<file path="src/design/tpq_pkg.sv">
`default_nettype none

package tpq_pkg;

    localparam int THR_RESET   = 29;
    localparam int OCC_BITS    = 6;
    localparam int STATUS_BITS = 2;

    typedef enum logic {
        FUNC_PUSH = 1'b0,
        FUNC_POP  = 1'b1
    } t_func;

    typedef enum logic [STATUS_BITS-1:0] {
        ST_PUSHED = 2'd0,
        ST_POPPED = 2'd1,
        ST_EMPTY  = 2'd2,
        ST_FULL   = 2'd3
    } t_status;

    typedef struct packed {
        t_func func;
        logic  urgent;
    } t_cmd_ctl;

endpackage

`default_nettype wire

</file>
<file path="src/design/tpq_if.sv">
`default_nettype none

interface tpq_in_if #(
    parameter int KEY_BITS     = 8,
    parameter int PAYLOAD_BITS = 32
);
    logic                    valid;
    logic                    ready;
    logic                    func;
    logic [KEY_BITS-1:0]     entry_key;
    logic [PAYLOAD_BITS-1:0] entry_payload;

    modport source (output valid, output func, output entry_key, output entry_payload,
                    input ready);
    modport sink   (input valid, input func, input entry_key, input entry_payload,
                    output ready);
endinterface

interface tpq_out_if #(
    parameter int KEY_BITS     = 8,
    parameter int PAYLOAD_BITS = 32
);
    logic                    valid;
    logic                    ready;
    logic [1:0]              status;
    logic [KEY_BITS-1:0]     removed_key;
    logic [PAYLOAD_BITS-1:0] removed_payload;
    logic [5:0]              occupancy;

    modport source (output valid, output status, output removed_key,
                    output removed_payload, output occupancy, input ready);
    modport sink   (input valid, input status, input removed_key,
                    input removed_payload, input occupancy, output ready);
endinterface

`default_nettype wire

</file>
<file path="src/design/two_class_priority_queue.sv">
// Two-class strict-priority queue of (key, payload) entries.
// Input channel i_in: func 0 pushes entry_key/entry_payload, func 1 pops the head.
// A pushed key strictly above the threshold register goes to the urgent class,
// any other key to the normal class; pops drain urgent first, FIFO within a class.
// Output channel o_out: one result per input transfer, in order: status
// (pushed, popped, pop on empty, push refused full), removed key and payload
// (zero unless popped) and occupancy after the operation.
// Threshold: i_cfg_we/i_cfg_wdata, reset value 29; the user writes it only when
// the block is idle (the block itself does not enforce this). Path: command queue,
// then the execute stage, whose ring read lands in the result; both are registered.
// Throughput: one item per cycle while the receiver takes results, set by the single
// execute stage that touches one ring head or tail per operation.
// Receiver stall: the result register holds, the execute stage stops, and the
// two-entry command queue fills before i_in.ready drops.
// Reset (synchronous, active low) empties both classes at once; no clearing pass.
`default_nettype none

module two_class_priority_queue #(
    parameter int CLASS_DEPTH  = 16,
    parameter int KEY_BITS     = 8,
    parameter int PAYLOAD_BITS = 32
) (
    input  wire                i_clk,
    input  wire                i_rst_n,
    input  wire                i_cfg_we,
    input  wire [KEY_BITS-1:0] i_cfg_wdata,
    tpq_in_if.sink             i_in,
    tpq_out_if.source          o_out
);
    import tpq_pkg::*;

    logic                    cmd_valid;
    logic                    cmd_ready;
    t_cmd_ctl                cmd_ctl;
    logic [KEY_BITS-1:0]     cmd_key;
    logic [PAYLOAD_BITS-1:0] cmd_payload;

    tpq_front #(
        .KEY_BITS(KEY_BITS), .PAYLOAD_BITS(PAYLOAD_BITS)
    ) u_front (
        .i_clk(i_clk), .i_rst_n(i_rst_n),
        .i_cfg_we(i_cfg_we), .i_cfg_wdata(i_cfg_wdata),
        .i_valid(i_in.valid), .o_ready(i_in.ready),
        .i_func(i_in.func), .i_key(i_in.entry_key), .i_payload(i_in.entry_payload),
        .o_cmd_valid(cmd_valid), .i_cmd_ready(cmd_ready),
        .o_cmd_ctl(cmd_ctl), .o_cmd_key(cmd_key), .o_cmd_payload(cmd_payload)
    );

    tpq_back #(
        .DEPTH(CLASS_DEPTH), .KEY_BITS(KEY_BITS), .PAYLOAD_BITS(PAYLOAD_BITS)
    ) u_back (
        .i_clk(i_clk), .i_rst_n(i_rst_n),
        .i_cmd_valid(cmd_valid), .o_cmd_ready(cmd_ready),
        .i_cmd_ctl(cmd_ctl), .i_cmd_key(cmd_key), .i_cmd_payload(cmd_payload),
        .o_valid(o_out.valid), .i_ready(o_out.ready),
        .o_status(o_out.status), .o_key(o_out.removed_key),
        .o_payload(o_out.removed_payload), .o_occ(o_out.occupancy)
    );

endmodule

`default_nettype wire

</file>
<file path="src/design/tpq_front.sv">
`default_nettype none

module tpq_front #(
    parameter int KEY_BITS     = 8,
    parameter int PAYLOAD_BITS = 32
) (
    input  wire                    i_clk,
    input  wire                    i_rst_n,
    input  wire                    i_cfg_we,
    input  wire [KEY_BITS-1:0]     i_cfg_wdata,
    input  wire                    i_valid,
    output logic                   o_ready,
    input  wire                    i_func,
    input  wire [KEY_BITS-1:0]     i_key,
    input  wire [PAYLOAD_BITS-1:0] i_payload,
    output logic                   o_cmd_valid,
    input  wire                    i_cmd_ready,
    output tpq_pkg::t_cmd_ctl      o_cmd_ctl,
    output logic [KEY_BITS-1:0]    o_cmd_key,
    output logic [PAYLOAD_BITS-1:0] o_cmd_payload
);
    import tpq_pkg::*;

    logic [KEY_BITS-1:0]     r_thr;
    t_cmd_ctl                r_ctl [2];
    logic [KEY_BITS-1:0]     r_key [2];
    logic [PAYLOAD_BITS-1:0] r_pay [2];
    logic                    r_wr_ptr;
    logic                    r_rd_ptr;
    logic [1:0]              r_cnt;
    logic [1:0]              n_cnt;
    logic                    w_in_xfer;
    logic                    w_out_xfer;
    t_cmd_ctl                w_ctl;

    assign o_ready    = (r_cnt != 2'd2);
    assign w_in_xfer  = i_valid && o_ready;
    assign o_cmd_valid = (r_cnt != 2'd0);
    assign w_out_xfer = o_cmd_valid && i_cmd_ready;

    assign o_cmd_ctl     = r_ctl[r_rd_ptr];
    assign o_cmd_key     = r_key[r_rd_ptr];
    assign o_cmd_payload = r_pay[r_rd_ptr];

    always_comb begin
        w_ctl.func   = t_func'(i_func);
        w_ctl.urgent = (i_key > r_thr);
        n_cnt = r_cnt;
        if (w_in_xfer && !w_out_xfer) begin
            n_cnt = r_cnt + 2'd1;
        end else if (!w_in_xfer && w_out_xfer) begin
            n_cnt = r_cnt - 2'd1;
        end
    end

    always_ff @(posedge i_clk) begin
        if (!i_rst_n) begin
            r_thr    <= KEY_BITS'(THR_RESET);
            r_wr_ptr <= 1'b0;
            r_rd_ptr <= 1'b0;
            r_cnt    <= 2'd0;
        end else begin
            if (i_cfg_we) begin
                r_thr <= i_cfg_wdata;
            end
            if (w_in_xfer) begin
                r_wr_ptr <= ~r_wr_ptr;
            end
            if (w_out_xfer) begin
                r_rd_ptr <= ~r_rd_ptr;
            end
            r_cnt <= n_cnt;
        end
    end

    always_ff @(posedge i_clk) begin
        if (w_in_xfer) begin
            r_ctl[r_wr_ptr] <= w_ctl;
            r_key[r_wr_ptr] <= i_key;
            r_pay[r_wr_ptr] <= i_payload;
        end
    end

endmodule

`default_nettype wire

</file>
<file path="src/design/tpq_ring.sv">
`default_nettype none

module tpq_ring #(
    parameter int DEPTH        = 16,
    parameter int KEY_BITS     = 8,
    parameter int PAYLOAD_BITS = 32,
    parameter int CW           = $clog2(DEPTH + 1)
) (
    input  wire                     i_clk,
    input  wire                     i_rst_n,
    input  wire                     i_push,
    input  wire                     i_pop,
    input  wire [KEY_BITS-1:0]      i_key,
    input  wire [PAYLOAD_BITS-1:0]  i_payload,
    output logic [KEY_BITS-1:0]     o_key,
    output logic [PAYLOAD_BITS-1:0] o_payload,
    output logic [CW-1:0]           o_count,
    output logic                    o_full,
    output logic                    o_empty
);
    localparam int AW = $clog2(DEPTH);
    localparam int EW = KEY_BITS + PAYLOAD_BITS;

    logic [EW-1:0] mem [DEPTH];
    logic [EW-1:0] r_rdata;
    logic [AW-1:0] r_head;
    logic [AW-1:0] r_tail;
    logic [CW-1:0] r_count;
    logic [AW-1:0] n_head;
    logic [AW-1:0] n_tail;

    assign o_count   = r_count;
    assign o_full    = (r_count == CW'(DEPTH));
    assign o_empty   = (r_count == '0);
    assign o_key     = r_rdata[EW-1:PAYLOAD_BITS];
    assign o_payload = r_rdata[PAYLOAD_BITS-1:0];

    always_comb begin
        n_head = (r_head == AW'(DEPTH - 1)) ? '0 : r_head + 1'b1;
        n_tail = (r_tail == AW'(DEPTH - 1)) ? '0 : r_tail + 1'b1;
    end

    always_ff @(posedge i_clk) begin
        if (!i_rst_n) begin
            r_head  <= '0;
            r_tail  <= '0;
            r_count <= '0;
        end else if (i_push) begin
            r_tail  <= n_tail;
            r_count <= r_count + 1'b1;
        end else if (i_pop) begin
            r_head  <= n_head;
            r_count <= r_count - 1'b1;
        end
    end

    always_ff @(posedge i_clk) begin
        if (i_push) begin
            mem[r_tail] <= {i_key, i_payload};
        end
        if (i_pop) begin
            r_rdata <= mem[r_head];
        end
    end

endmodule

`default_nettype wire

</file>
<file path="src/design/tpq_back.sv">
`default_nettype none

module tpq_back #(
    parameter int DEPTH        = 16,
    parameter int KEY_BITS     = 8,
    parameter int PAYLOAD_BITS = 32
) (
    input  wire                     i_clk,
    input  wire                     i_rst_n,
    input  wire                     i_cmd_valid,
    output logic                    o_cmd_ready,
    input  wire tpq_pkg::t_cmd_ctl  i_cmd_ctl,
    input  wire [KEY_BITS-1:0]      i_cmd_key,
    input  wire [PAYLOAD_BITS-1:0]  i_cmd_payload,
    output logic                    o_valid,
    input  wire                     i_ready,
    output logic [tpq_pkg::STATUS_BITS-1:0] o_status,
    output logic [KEY_BITS-1:0]     o_key,
    output logic [PAYLOAD_BITS-1:0] o_payload,
    output logic [tpq_pkg::OCC_BITS-1:0] o_occ
);
    import tpq_pkg::*;

    localparam int CW    = $clog2(DEPTH + 1);
    localparam int SUM_W = CW + 1;

    logic                    w_load;
    logic                    w_fire;
    logic                    w_push_u;
    logic                    w_push_n;
    logic                    w_pop_u;
    logic                    w_pop_n;
    t_status                 w_status;
    logic [SUM_W-1:0]        w_occ;
    logic [KEY_BITS-1:0]     urg_key;
    logic [KEY_BITS-1:0]     nrm_key;
    logic [PAYLOAD_BITS-1:0] urg_pay;
    logic [PAYLOAD_BITS-1:0] nrm_pay;
    logic [CW-1:0]           urg_count;
    logic [CW-1:0]           nrm_count;
    logic                    urg_full;
    logic                    urg_empty;
    logic                    nrm_full;
    logic                    nrm_empty;

    logic                    r_valid;
    t_status                 r_status;
    logic [OCC_BITS-1:0]     r_occ;
    logic                    r_sel_u;
    logic                    r_sel_n;

    tpq_ring #(
        .DEPTH(DEPTH), .KEY_BITS(KEY_BITS), .PAYLOAD_BITS(PAYLOAD_BITS), .CW(CW)
    ) u_urgent (
        .i_clk(i_clk), .i_rst_n(i_rst_n),
        .i_push(w_push_u), .i_pop(w_pop_u),
        .i_key(i_cmd_key), .i_payload(i_cmd_payload),
        .o_key(urg_key), .o_payload(urg_pay), .o_count(urg_count),
        .o_full(urg_full), .o_empty(urg_empty)
    );

    tpq_ring #(
        .DEPTH(DEPTH), .KEY_BITS(KEY_BITS), .PAYLOAD_BITS(PAYLOAD_BITS), .CW(CW)
    ) u_normal (
        .i_clk(i_clk), .i_rst_n(i_rst_n),
        .i_push(w_push_n), .i_pop(w_pop_n),
        .i_key(i_cmd_key), .i_payload(i_cmd_payload),
        .o_key(nrm_key), .o_payload(nrm_pay), .o_count(nrm_count),
        .o_full(nrm_full), .o_empty(nrm_empty)
    );

    assign w_load      = !r_valid || i_ready;
    assign o_cmd_ready = w_load;
    assign w_fire      = i_cmd_valid && w_load;

    always_comb begin
        w_push_u = 1'b0;
        w_push_n = 1'b0;
        w_pop_u  = 1'b0;
        w_pop_n  = 1'b0;
        w_status = ST_EMPTY;
        if (w_fire) begin
            unique case (i_cmd_ctl.func)
                FUNC_PUSH: begin
                    if (i_cmd_ctl.urgent ? urg_full : nrm_full) begin
                        w_status = ST_FULL;
                    end else begin
                        w_status = ST_PUSHED;
                        w_push_u = i_cmd_ctl.urgent;
                        w_push_n = !i_cmd_ctl.urgent;
                    end
                end
                FUNC_POP: begin
                    if (!urg_empty) begin
                        w_status = ST_POPPED;
                        w_pop_u  = 1'b1;
                    end else if (!nrm_empty) begin
                        w_status = ST_POPPED;
                        w_pop_n  = 1'b1;
                    end
                end
                default: w_status = ST_EMPTY;
            endcase
        end
        w_occ = SUM_W'(urg_count) + SUM_W'(nrm_count);
        if (w_push_u || w_push_n) begin
            w_occ = w_occ + 1'b1;
        end else if (w_pop_u || w_pop_n) begin
            w_occ = w_occ - 1'b1;
        end
    end

    always_ff @(posedge i_clk) begin
        if (!i_rst_n) begin
            r_valid <= 1'b0;
        end else if (w_load) begin
            r_valid <= i_cmd_valid;
        end
    end

    always_ff @(posedge i_clk) begin
        if (w_fire) begin
            r_status <= w_status;
            r_occ    <= OCC_BITS'(w_occ);
            r_sel_u  <= w_pop_u;
            r_sel_n  <= w_pop_n;
        end
    end

    assign o_valid   = r_valid;
    assign o_status  = r_status;
    assign o_occ     = r_occ;
    assign o_key     = r_sel_u ? urg_key : (r_sel_n ? nrm_key : '0);
    assign o_payload = r_sel_u ? urg_pay : (r_sel_n ? nrm_pay : '0);

endmodule

`default_nettype wire

</file>
<file path="src/flat_wrapper.sv">
// flat-port wrapper written by rule: the top's interface ports become plain ports
module two_class_priority_queue_flat import tpq_pkg::*;
#(
    parameter int CLASS_DEPTH  = 16,
    parameter int KEY_BITS     = 8,
    parameter int PAYLOAD_BITS = 32
)
  (i_clk, i_rst_n, i_cfg_we, i_cfg_wdata, i_in_valid, i_in_func, i_in_entry_key, i_in_entry_payload, i_in_ready, o_out_valid, o_out_status, o_out_removed_key, o_out_removed_payload, o_out_occupancy, o_out_ready);
  tpq_in_if #(.KEY_BITS(KEY_BITS), .PAYLOAD_BITS(PAYLOAD_BITS)) i_in_i ();
  tpq_out_if #(.KEY_BITS(KEY_BITS), .PAYLOAD_BITS(PAYLOAD_BITS)) o_out_i ();
  input  wire i_clk;
  input  wire i_rst_n;
  input  wire i_cfg_we;
  input  wire [KEY_BITS-1:0] i_cfg_wdata;
  input wire logic [$bits(i_in_i.valid)-1:0] i_in_valid;
  input wire logic [$bits(i_in_i.func)-1:0] i_in_func;
  input wire logic [$bits(i_in_i.entry_key)-1:0] i_in_entry_key;
  input wire logic [$bits(i_in_i.entry_payload)-1:0] i_in_entry_payload;
  output wire logic [$bits(i_in_i.ready)-1:0] i_in_ready;
  output wire logic [$bits(o_out_i.valid)-1:0] o_out_valid;
  output wire logic [$bits(o_out_i.status)-1:0] o_out_status;
  output wire logic [$bits(o_out_i.removed_key)-1:0] o_out_removed_key;
  output wire logic [$bits(o_out_i.removed_payload)-1:0] o_out_removed_payload;
  output wire logic [$bits(o_out_i.occupancy)-1:0] o_out_occupancy;
  input wire logic [$bits(o_out_i.ready)-1:0] o_out_ready;
  assign i_in_i.valid = i_in_valid;
  assign i_in_i.func = i_in_func;
  assign i_in_i.entry_key = i_in_entry_key;
  assign i_in_i.entry_payload = i_in_entry_payload;
  assign i_in_ready = i_in_i.ready;
  assign o_out_valid = o_out_i.valid;
  assign o_out_status = o_out_i.status;
  assign o_out_removed_key = o_out_i.removed_key;
  assign o_out_removed_payload = o_out_i.removed_payload;
  assign o_out_occupancy = o_out_i.occupancy;
  assign o_out_i.ready = o_out_ready;
  two_class_priority_queue #(.CLASS_DEPTH(CLASS_DEPTH), .KEY_BITS(KEY_BITS), .PAYLOAD_BITS(PAYLOAD_BITS)) u_core (.i_clk(i_clk), .i_rst_n(i_rst_n), .i_cfg_we(i_cfg_we), .i_cfg_wdata(i_cfg_wdata), .i_in(i_in_i), .o_out(o_out_i));
endmodule
</file>
<file path="config.mk">
export PLATFORM = sky130hd
export DESIGN_NAME = two_class_priority_queue_flat
export DESIGN_NICKNAME = d
export VERILOG_FILES = /design/src/design/tpq_pkg.sv /design/src/design/tpq_if.sv /design/src/design/two_class_priority_queue.sv /design/src/design/tpq_front.sv /design/src/design/tpq_ring.sv /design/src/design/tpq_back.sv /design/src/flat_wrapper.sv
export SDC_FILE = /design/constraint.sdc
export NUM_CORES = 1
export LEC_CHECK = 0
export BUFFER_PORTS_ARGS = -buffer_cell sky130_fd_sc_hd__buf_2
export CORE_MARGIN = 4
export CORE_UTILIZATION = 30
export CTS_BUF_LIST = sky130_fd_sc_hd__clkbuf_2 sky130_fd_sc_hd__clkbuf_4 sky130_fd_sc_hd__clkbuf_8
export DETAILED_ROUTE_END_ITERATION = 10
export GPL_TIMING_DRIVEN = 0
export PLACE_DENSITY_LB_ADDON = 0.2
export RECOVER_POWER = 100
export SLEW_MARGIN = 5
export SYNTH_ARGS = -nofsm -noshare
export SYNTH_HDL_FRONTEND = slang
export SYNTH_SLANG_ARGS = --single-unit
</file>
<file path="constraint.sdc">
create_clock -name i_clk -period 12.1 [get_ports i_clk]
set_input_delay 2.42 -clock i_clk [delete_from_list [all_inputs] [get_ports i_clk]]
set_output_delay 2.42 -clock i_clk [all_outputs]
set_load 0.005 [all_outputs]
</file>
==> results of run 1 <==
## power by group through the flow
| stage | clock network, W | logic (W) | registers (W) |
|---|---|---|---|
| after CTS | 0.00442 | 0.00263 | 0.00652 |
| final | 0.00428 | 0.00247 | 0.00655 |
| after global routing | 0.00466 | 0.00271 | 0.00657 |
| after global placement | 0 | 0.00255 | 0.00664 |
| after detailed placement | 0 | 0.00262 | 0.00663 |
| after floorplan | 0 | 0.00161 | 0.00658 |
## stage by stage
step / std cells / power (W) / hold WS (ns) / cell area (µm²) / util
6_report: 5759 / 0.0133 / 0.484 / 65900 / 0.346
3_3_place_gp: 5283 / 0.00920 / 0.480 / 61200 / 0.321
5_1_grt: 5750 / 0.0139 / 0.518 / 65900 / 0.346
3_5_place_dp: 5320 / 0.00925 / 0.482 / 62000 / 0.325
2_1_floorplan: 2669 / 0.00819 / 0.445 / 57600 / -
4_1_cts: 5749 / 0.0136 / 0.490 / 66700 / 0.350
## cells by family after synthesis
logic type / after synthesis
multiplexers: 452
AND/OR/NAND/NOR: 224
AO/OA/AOI/OAI: 275
adder cells (fa/ha/maj): 36
buffers and inverters: 169
XOR/XNOR: 19
flip-flops: 1494
## final timing paths
kind | start | endpoint | slack, ns | cells after the start
max reg2reg | register | u_core.u_back.u_urgent.mem[3][14]$_DFFE_PP_ | 5.86 | 9
min | u_core.u_front.r_thr[2]$_SDFFE_PN1P_ | u_core.u_front.r_thr[2]$_SDFFE_PN1P_ | 0.48 | 2
min reg2reg | u_core.u_front.r_thr[2]$_SDFFE_PN1P_ | u_core.u_front.r_thr[2]$_SDFFE_PN1P_ | 0.48 | 2
max | o_out_ready | u_core.u_back.u_urgent.mem[3][14]$_DFFE_PP_ | 5.47 | 9
## metal layers
metal / vias to the layer above / track usage / wire (µm)
met1: 14500 / 0.185 / 60800
met5: - / 0 / 0
met2: 562 / 0.249 / 73400
li1: 12000 / - / -
met4: 0 / 0.0543 / 4450
met3: 226 / 0.0219 / 5240
## final cells by class
class                      count  area, µm²
clock buffer                 318       3880
multi-input combinational   1006      12300
fill                       18100     125000
timing repair buffer         140        577
buffer                       143        587
antenna                       10       25.0
clock inverter               111        808
sequential                  1494      44500
inverter                      26       97.6
tap                         2511       3140
## layout by cell type, fill, tap and decap left out, drive strengths merged, types with 33 or more instances in the layout
cell type	Yosys	layout
a21oi	111	111
clkbuf	81	517
ha	33	33
edfxtp	1454	1454
nor2b	94	94
buf	62	84
mux2	41	41
mux2i	91	91
inv	25	33
a22o	39	39
a211oi	82	82
mux4	320	320
clkinv	1	94
dfxtp	40	40
## registers in the layout, summed over array words and instances, names as in the netlist, 5 cells and up, named ones only
name                            flops
u_core.u_back.u_normal.r_rdata     40
u_core.u_front.r_pay               64
u_core.u_back.u_normal.mem        640
u_core.u_front.r_thr                8
u_core.u_back.u_normal.o_count      5
u_core.u_front.r_key               16
u_core.u_back.u_urgent.r_rdata     40
u_core.u_back.o_occ                 6
u_core.u_back.u_urgent.mem        640
u_core.u_back.u_urgent.o_count      5
## critical path: stages
cell and delay [ns]:
buf_2 0.09, nor2b_1 0.08, nor4_1 1.14, nand3_1 0.29, nor3_1 1.12, clkbuf_1 0.62, clkbuf_1 0.54, clkbuf_1 0.52
clkbuf_1 0.38
## synth_stat cells (25+ instances only)
library cell  count
edfxtp_1       1454
buf_2            51
clkbuf_1         81
nand2_1          26
a21oi_1         110
a211oi_1         81
nor2_1           25
dfxtp_1          40
a22o_1           39
nor2b_1          94
and3_1           32
mux2_2           41
mux4_2          320
ha_1             33
mux2i_1          90
==> results.cfg, run 1 <==
[outcome]
status = finished, violations left
violations = capacitance limit, slew limit

[cts]
postCtsHoldBufs = 0
clk_path_buf_depth = 3
clock-root-buffer = clkbuf_8
clkSlewWorstSetupHoldPaths_ns = 0.06
post_cts.repair.setup_buffers = 0
ctsResizeCount = 0
h-tree-depth = 4
cts_buffers = 234
cts_sinks = 1494
cts_tree = yes
clock_latency_ns = 0.97

[routing]
via_count = 27300
firstDrtPassIters = 5
postRouteAntennaNets = 0
remaining_drc_errors = 0
via_per_inst = 4.73
totalWireLength_mm = 144
initialDrtViolationCount = 1881
wl_per_cell_um = 25.0

[synthesis]
synth-simple-area-share = 0.0228
synthesis.area_um2 = 57600
synthTopCellsByArea = edfxtp_1 76%, mux4_2 13%, mux2i_1 1.6%
syn_nets = 2759
synth_edf_count = 1454
yosysTopAreaCellShare = 0.758
syn_inst = 2669
async_reset_ff_frac = 0
yosysSeqAreaShare = 0.772
avgSynthCellArea_um2 = 21.6
ys.flop_type = edfxtp_1
ys_types = 65
synth_compound_area_frac = 0.0323
yosysTopAreaCell = edfxtp_1
synth_top_family_by_area = multiplexers
synth_fa_ha_area_frac = 0.00821
synthXorXnorAreaFrac = 0.00289
muxShareOfSynthArea = 0.149
ys_seq_elements = 1494
yosysWarningCount = 0

[finish]
drive_gt1_frac = 0.242
syn_to_final_growth_pct = 14.5
nets = 3135

[place]
dp_hpwl_mm = 94.0
portBuffers = 103
post-place-ws_ns = 6.69
gp_congestion = 0.752

[floorplanning]
rows = 160
die_h_um = 446
die-area_um2 = 199000
core_um2 = 191000
pin_count = 104
start_util = 0.302
fp.dieW_um = 446

[run]
cap_viol_max_count = 36

[sta]
finalSetupTns_ns = 0
worst_slack_ns = 5.47
fmax_ghz = 0.151
skew_ns = 0.0540
relSlewSlack = -1.30
worstMarginPinSlew_ns = 3.45
post-route-period-util = 0.548
timing_hold_violations_final = 0
rsz0062_at_grt = no
report.final.slew_viol_count = 1105
final-setup-viol-count = 0
min_period_ns = 6.63

[pwr]
p_int_w = 0.00957
power_density_nw_per_um2 = 202
pwr-share-clk = 0.322
power_leakage_nw = 20.1
power.switching_w = 0.00373
pwr-share-comb = 0.186
p_seq_frac = 0.492
switching_share = 0.280
peakVddDrop_v = 0.000110

[setup_path]
required_ns = 12.69
critPathLaunchType = input pin
path_max_fanout = 9
path_class = in -> reg
critPathCaptureType = register
crit_arrival_ns = 7.22

[global_route]
grt_max_degree = 49
grt_pass1_vias = 29200
grt_pass1_wl_mm = 209
antenna_found_initial = 8
grt.total_usage = 0.145
grt-ovfl-total = 0

[min_path]
hold_class = reg -> reg
No activity file was read; power rests on OpenSTA's default activity.
==> inputs of run 2 (changes only) <==
--- a/config.mk
+++ b/config.mk
@@ -5,6 +5,7 @@
 export SDC_FILE = /design/constraint.sdc
 export NUM_CORES = 1
 export LEC_CHECK = 0
+export ABC_AREA = 1
 export BUFFER_PORTS_ARGS = -buffer_cell sky130_fd_sc_hd__buf_2
 export CORE_MARGIN = 4
 export CORE_UTILIZATION = 30
==> constraint.sdc (replaced) <==
create_clock -name i_clk -period 6.15 [get_ports i_clk]
set_input_delay 1.23 -clock i_clk [delete_from_list [all_inputs] [get_ports i_clk]]
set_output_delay 1.23 -clock i_clk [all_outputs]
set_load 0.005 [all_outputs]
==> run 2 against run 1 <==
Against the previous run:
- critical path depth fell by 4
- sequential cell count unchanged
- non-clock buffer count increased by 144
- cell count grew 29%
- clock power is 96% higher
- the flow still finishes with violations (capacitance limit, slew limit)
- synthesized cell count increased by 62%
- highest routed layer is now met5
- largest cell class unchanged
- worst setup slack worse by 4.6 ns
- critical path type is now reg -> reg
==> results.cfg, run 2 <==
[place]
dpl_cell_area_um2 = 63500
portBuffers = 102
dp_hpwl_mm = 123
post-place-ws_ns = 1.69
gp_congestion = 0.795

[global_route]
grt.total_usage = 0.181
grt_pass1_wl_mm = 265
grt_max_degree = 33
grt_pass1_vias = 36700
grt-ovfl-total = 0
antenna_found_initial = 14

[finish]
nets = 4821
design_area_um2 = 67500
top_regs = u_core.u_back.u_normal.mem: 640 flops, u_core.u_back.u_urgent.mem: 640 flops, u_core.u_front.r_pay: 64 flops
final_cell_mix = 1454 x edfxtp_1, 863 x nor2_1, 605 x o21ai_0
syn_to_final_growth_pct = 15.4
nFillCells = 18900
final_common_cell = edfxtp_1
drive_gt1_frac = 0.107

[synthesis]
yosysWarningCount = 0
ys.flop_type = edfxtp_1
synth_edf_count = 1454
yosysTopAreaCell = edfxtp_1
synth_commonest_cells = 1454 x edfxtp_1, 870 x nor2_1, 601 x o21ai_0, 326 x nand2_1, 197 x nand3_1
synth_most_common_cell = edfxtp_1
yosysTopAreaCellShare = 0.746
ys_types = 41
ys_seq_elements = 1494
synthTopCellsByArea = edfxtp_1 75%, nor2_1 5.6%, o21ai_0 5.1%
avgSynthCellArea_um2 = 13.5
async_reset_ff_frac = 0
synthesis.area_um2 = 58500
syn_nets = 4427
syn_inst = 4337
yosysSeqAreaShare = 0.760

[pwr]
peakVddDrop_v = 0.000366
power_leakage_nw = 21.8
power_density_nw_per_um2 = 438

[setup_path]
critPathLaunchType = register
crit_arrival_ns = 5.87
path_max_fanout = 21
critPathCaptureType = register
r2r_end = u_core.u_back.u_urgent.mem[15][4]$_DFFE_PP_
reg2reg_from = u_core.u_front.r_cnt[1]$_SDFFE_PN0P_
reg2reg_depth = 5
path_class = reg -> reg
reg2reg_slack_ns = 0.88
required_ns = 6.75

[cts]
cts_sinks = 1494
clk_path_buf_depth = 3
ctsResizeCount = 0
h-tree-depth = 4
postCtsHoldBufs = 0
clock_latency_ns = 0.97
clock-root-buffer = clkbuf_8
cts_tree = yes
post_cts.repair.setup_buffers = 0
cts_buffers = 240
clkSlewWorstSetupHoldPaths_ns = 0.06

[min_path]
hold_path.startpoint = u_core.u_front.r_rd_ptr$_SDFFE_PN0P_
hold_class = reg -> reg
whs_path_depth = 1

[sta]
worstMarginPinSlew_ns = 2.49
final-setup-viol-count = 0
relSlewSlack = -0.666
skew_ns = 0.0501
fmax_ghz = 0.190
post-route-period-util = 0.856
rsz0062_at_grt = no
timing.hold.ws_ns = 0.455
timing_hold_violations_final = 0
min_period_ns = 5.27
worst_slack_ns = 0.885
report.final.slew_viol_count = 1275

[routing]
initialDrtViolationCount = 3485
via_count = 37300
wl_met3_mm = 13.9
wl_per_cell_um = 25.2
postRouteAntennaNets = 0
remaining_drc_errors = 0
firstDrtPassIters = 5
maxUsedRoutingLayer = met5
wl_met2_mm = 84.2
totalWireLength_mm = 188
via_per_inst = 5.01
met1_length_mm = 83.3

[run]
cap_viol_max_count = 52

[outcome]
violations = capacitance limit, slew limit
status = finished, violations left

[floorplanning]
core_um2 = 193000
die-area_um2 = 202000
die_h_um = 450
pin_count = 104
start_util = 0.303
fp.dieW_um = 450
rows = 161
==> run 2: cell families after synthesis <==
group           share of synthesized area
compound gates                      0.101
mux                               0.00770
flops                               0.760
buf+inv                            0.0248
simple gates                       0.0977
xor+xnor                          0.00135
fa+ha+maj                         0.00808
==> run 2: final cells by class <==
type	instances	area, µm²	area share
Tap cell	2526	3160	0.0468
Inverter	64	240	0.00356
Antenna cell	5	12.5	0.000185
Buffer	275	1200	0.0177
Timing Repair Buffer	152	1230	0.0182
Sequential cell	1494	44500	0.659
Clock inverter	107	634	0.00939
Clock buffer	326	3990	0.0590
Multi-Input combinational cell	2504	12600	0.187
==> run 2: how the worst max path moves through the flow <==
stage | from | end | slack [ns]
after global placement | o_out_ready | u_core.u_back.u_urgent.mem[7][25]$_DFFE_PP_ | -2.88
final | u_core.u_front.r_cnt[1]$_SDFFE_PN0P_ | u_core.u_back.u_urgent.mem[15][4]$_DFFE_PP_ | 0.88
after floorplan | o_out_ready | u_core.u_back.u_urgent.mem[7][0]$_DFFE_PP_ | 0.93
after CTS | u_core.u_back.r_sel_u$_DFFE_PP_ | o_out_removed_payload[25] | 1.30
after global routing | register | u_core.u_back.u_normal.mem[0][38]$_DFFE_PP_ | 0.67
after detailed placement | o_out_ready | u_core.u_back.u_urgent.mem[15][2]$_DFFE_PP_ | 1.69
==> run 2: metal layers <==
metal  up-vias  global-route usage
met5         -                   0
li1      16900                   -
met4         4              0.0654
met3       293              0.0410
met2      1341               0.278
met1     18700               0.252
==> run 2: worst max-delay path: stages, from the launching register on <==
cell,delay (ns)
dfxtp_1,0.37
nor2_1,0.08
a21oi_1,1.64
nand4_1,0.99
nor2_2,1.46
buf_12,0.29
==> run 2: report_power, final <==
part | internal, W | switching [W] | leakage (nW)
registers | 0.0128 | 0.000185 | 13.4
clock network | 0.00439 | 0.00399 | 2.45
logic | 0.00183 | 0.00633 | 5.94
total | 0.0191 | 0.0105 | 21.8
==> run 2: through the flow <==
step	total power (W)	TNS (ns)	cells	util
6_report	0.0296	0	7453	0.350
3_3_place_gp	0.0214	-431.91	6965	0.322
5_1_grt	0.0310	0	7449	0.349
2_1_floorplan	0.0175	0	4337	-
3_5_place_dp	0.0216	0	7015	0.329
4_1_cts	0.0300	0	7448	0.352
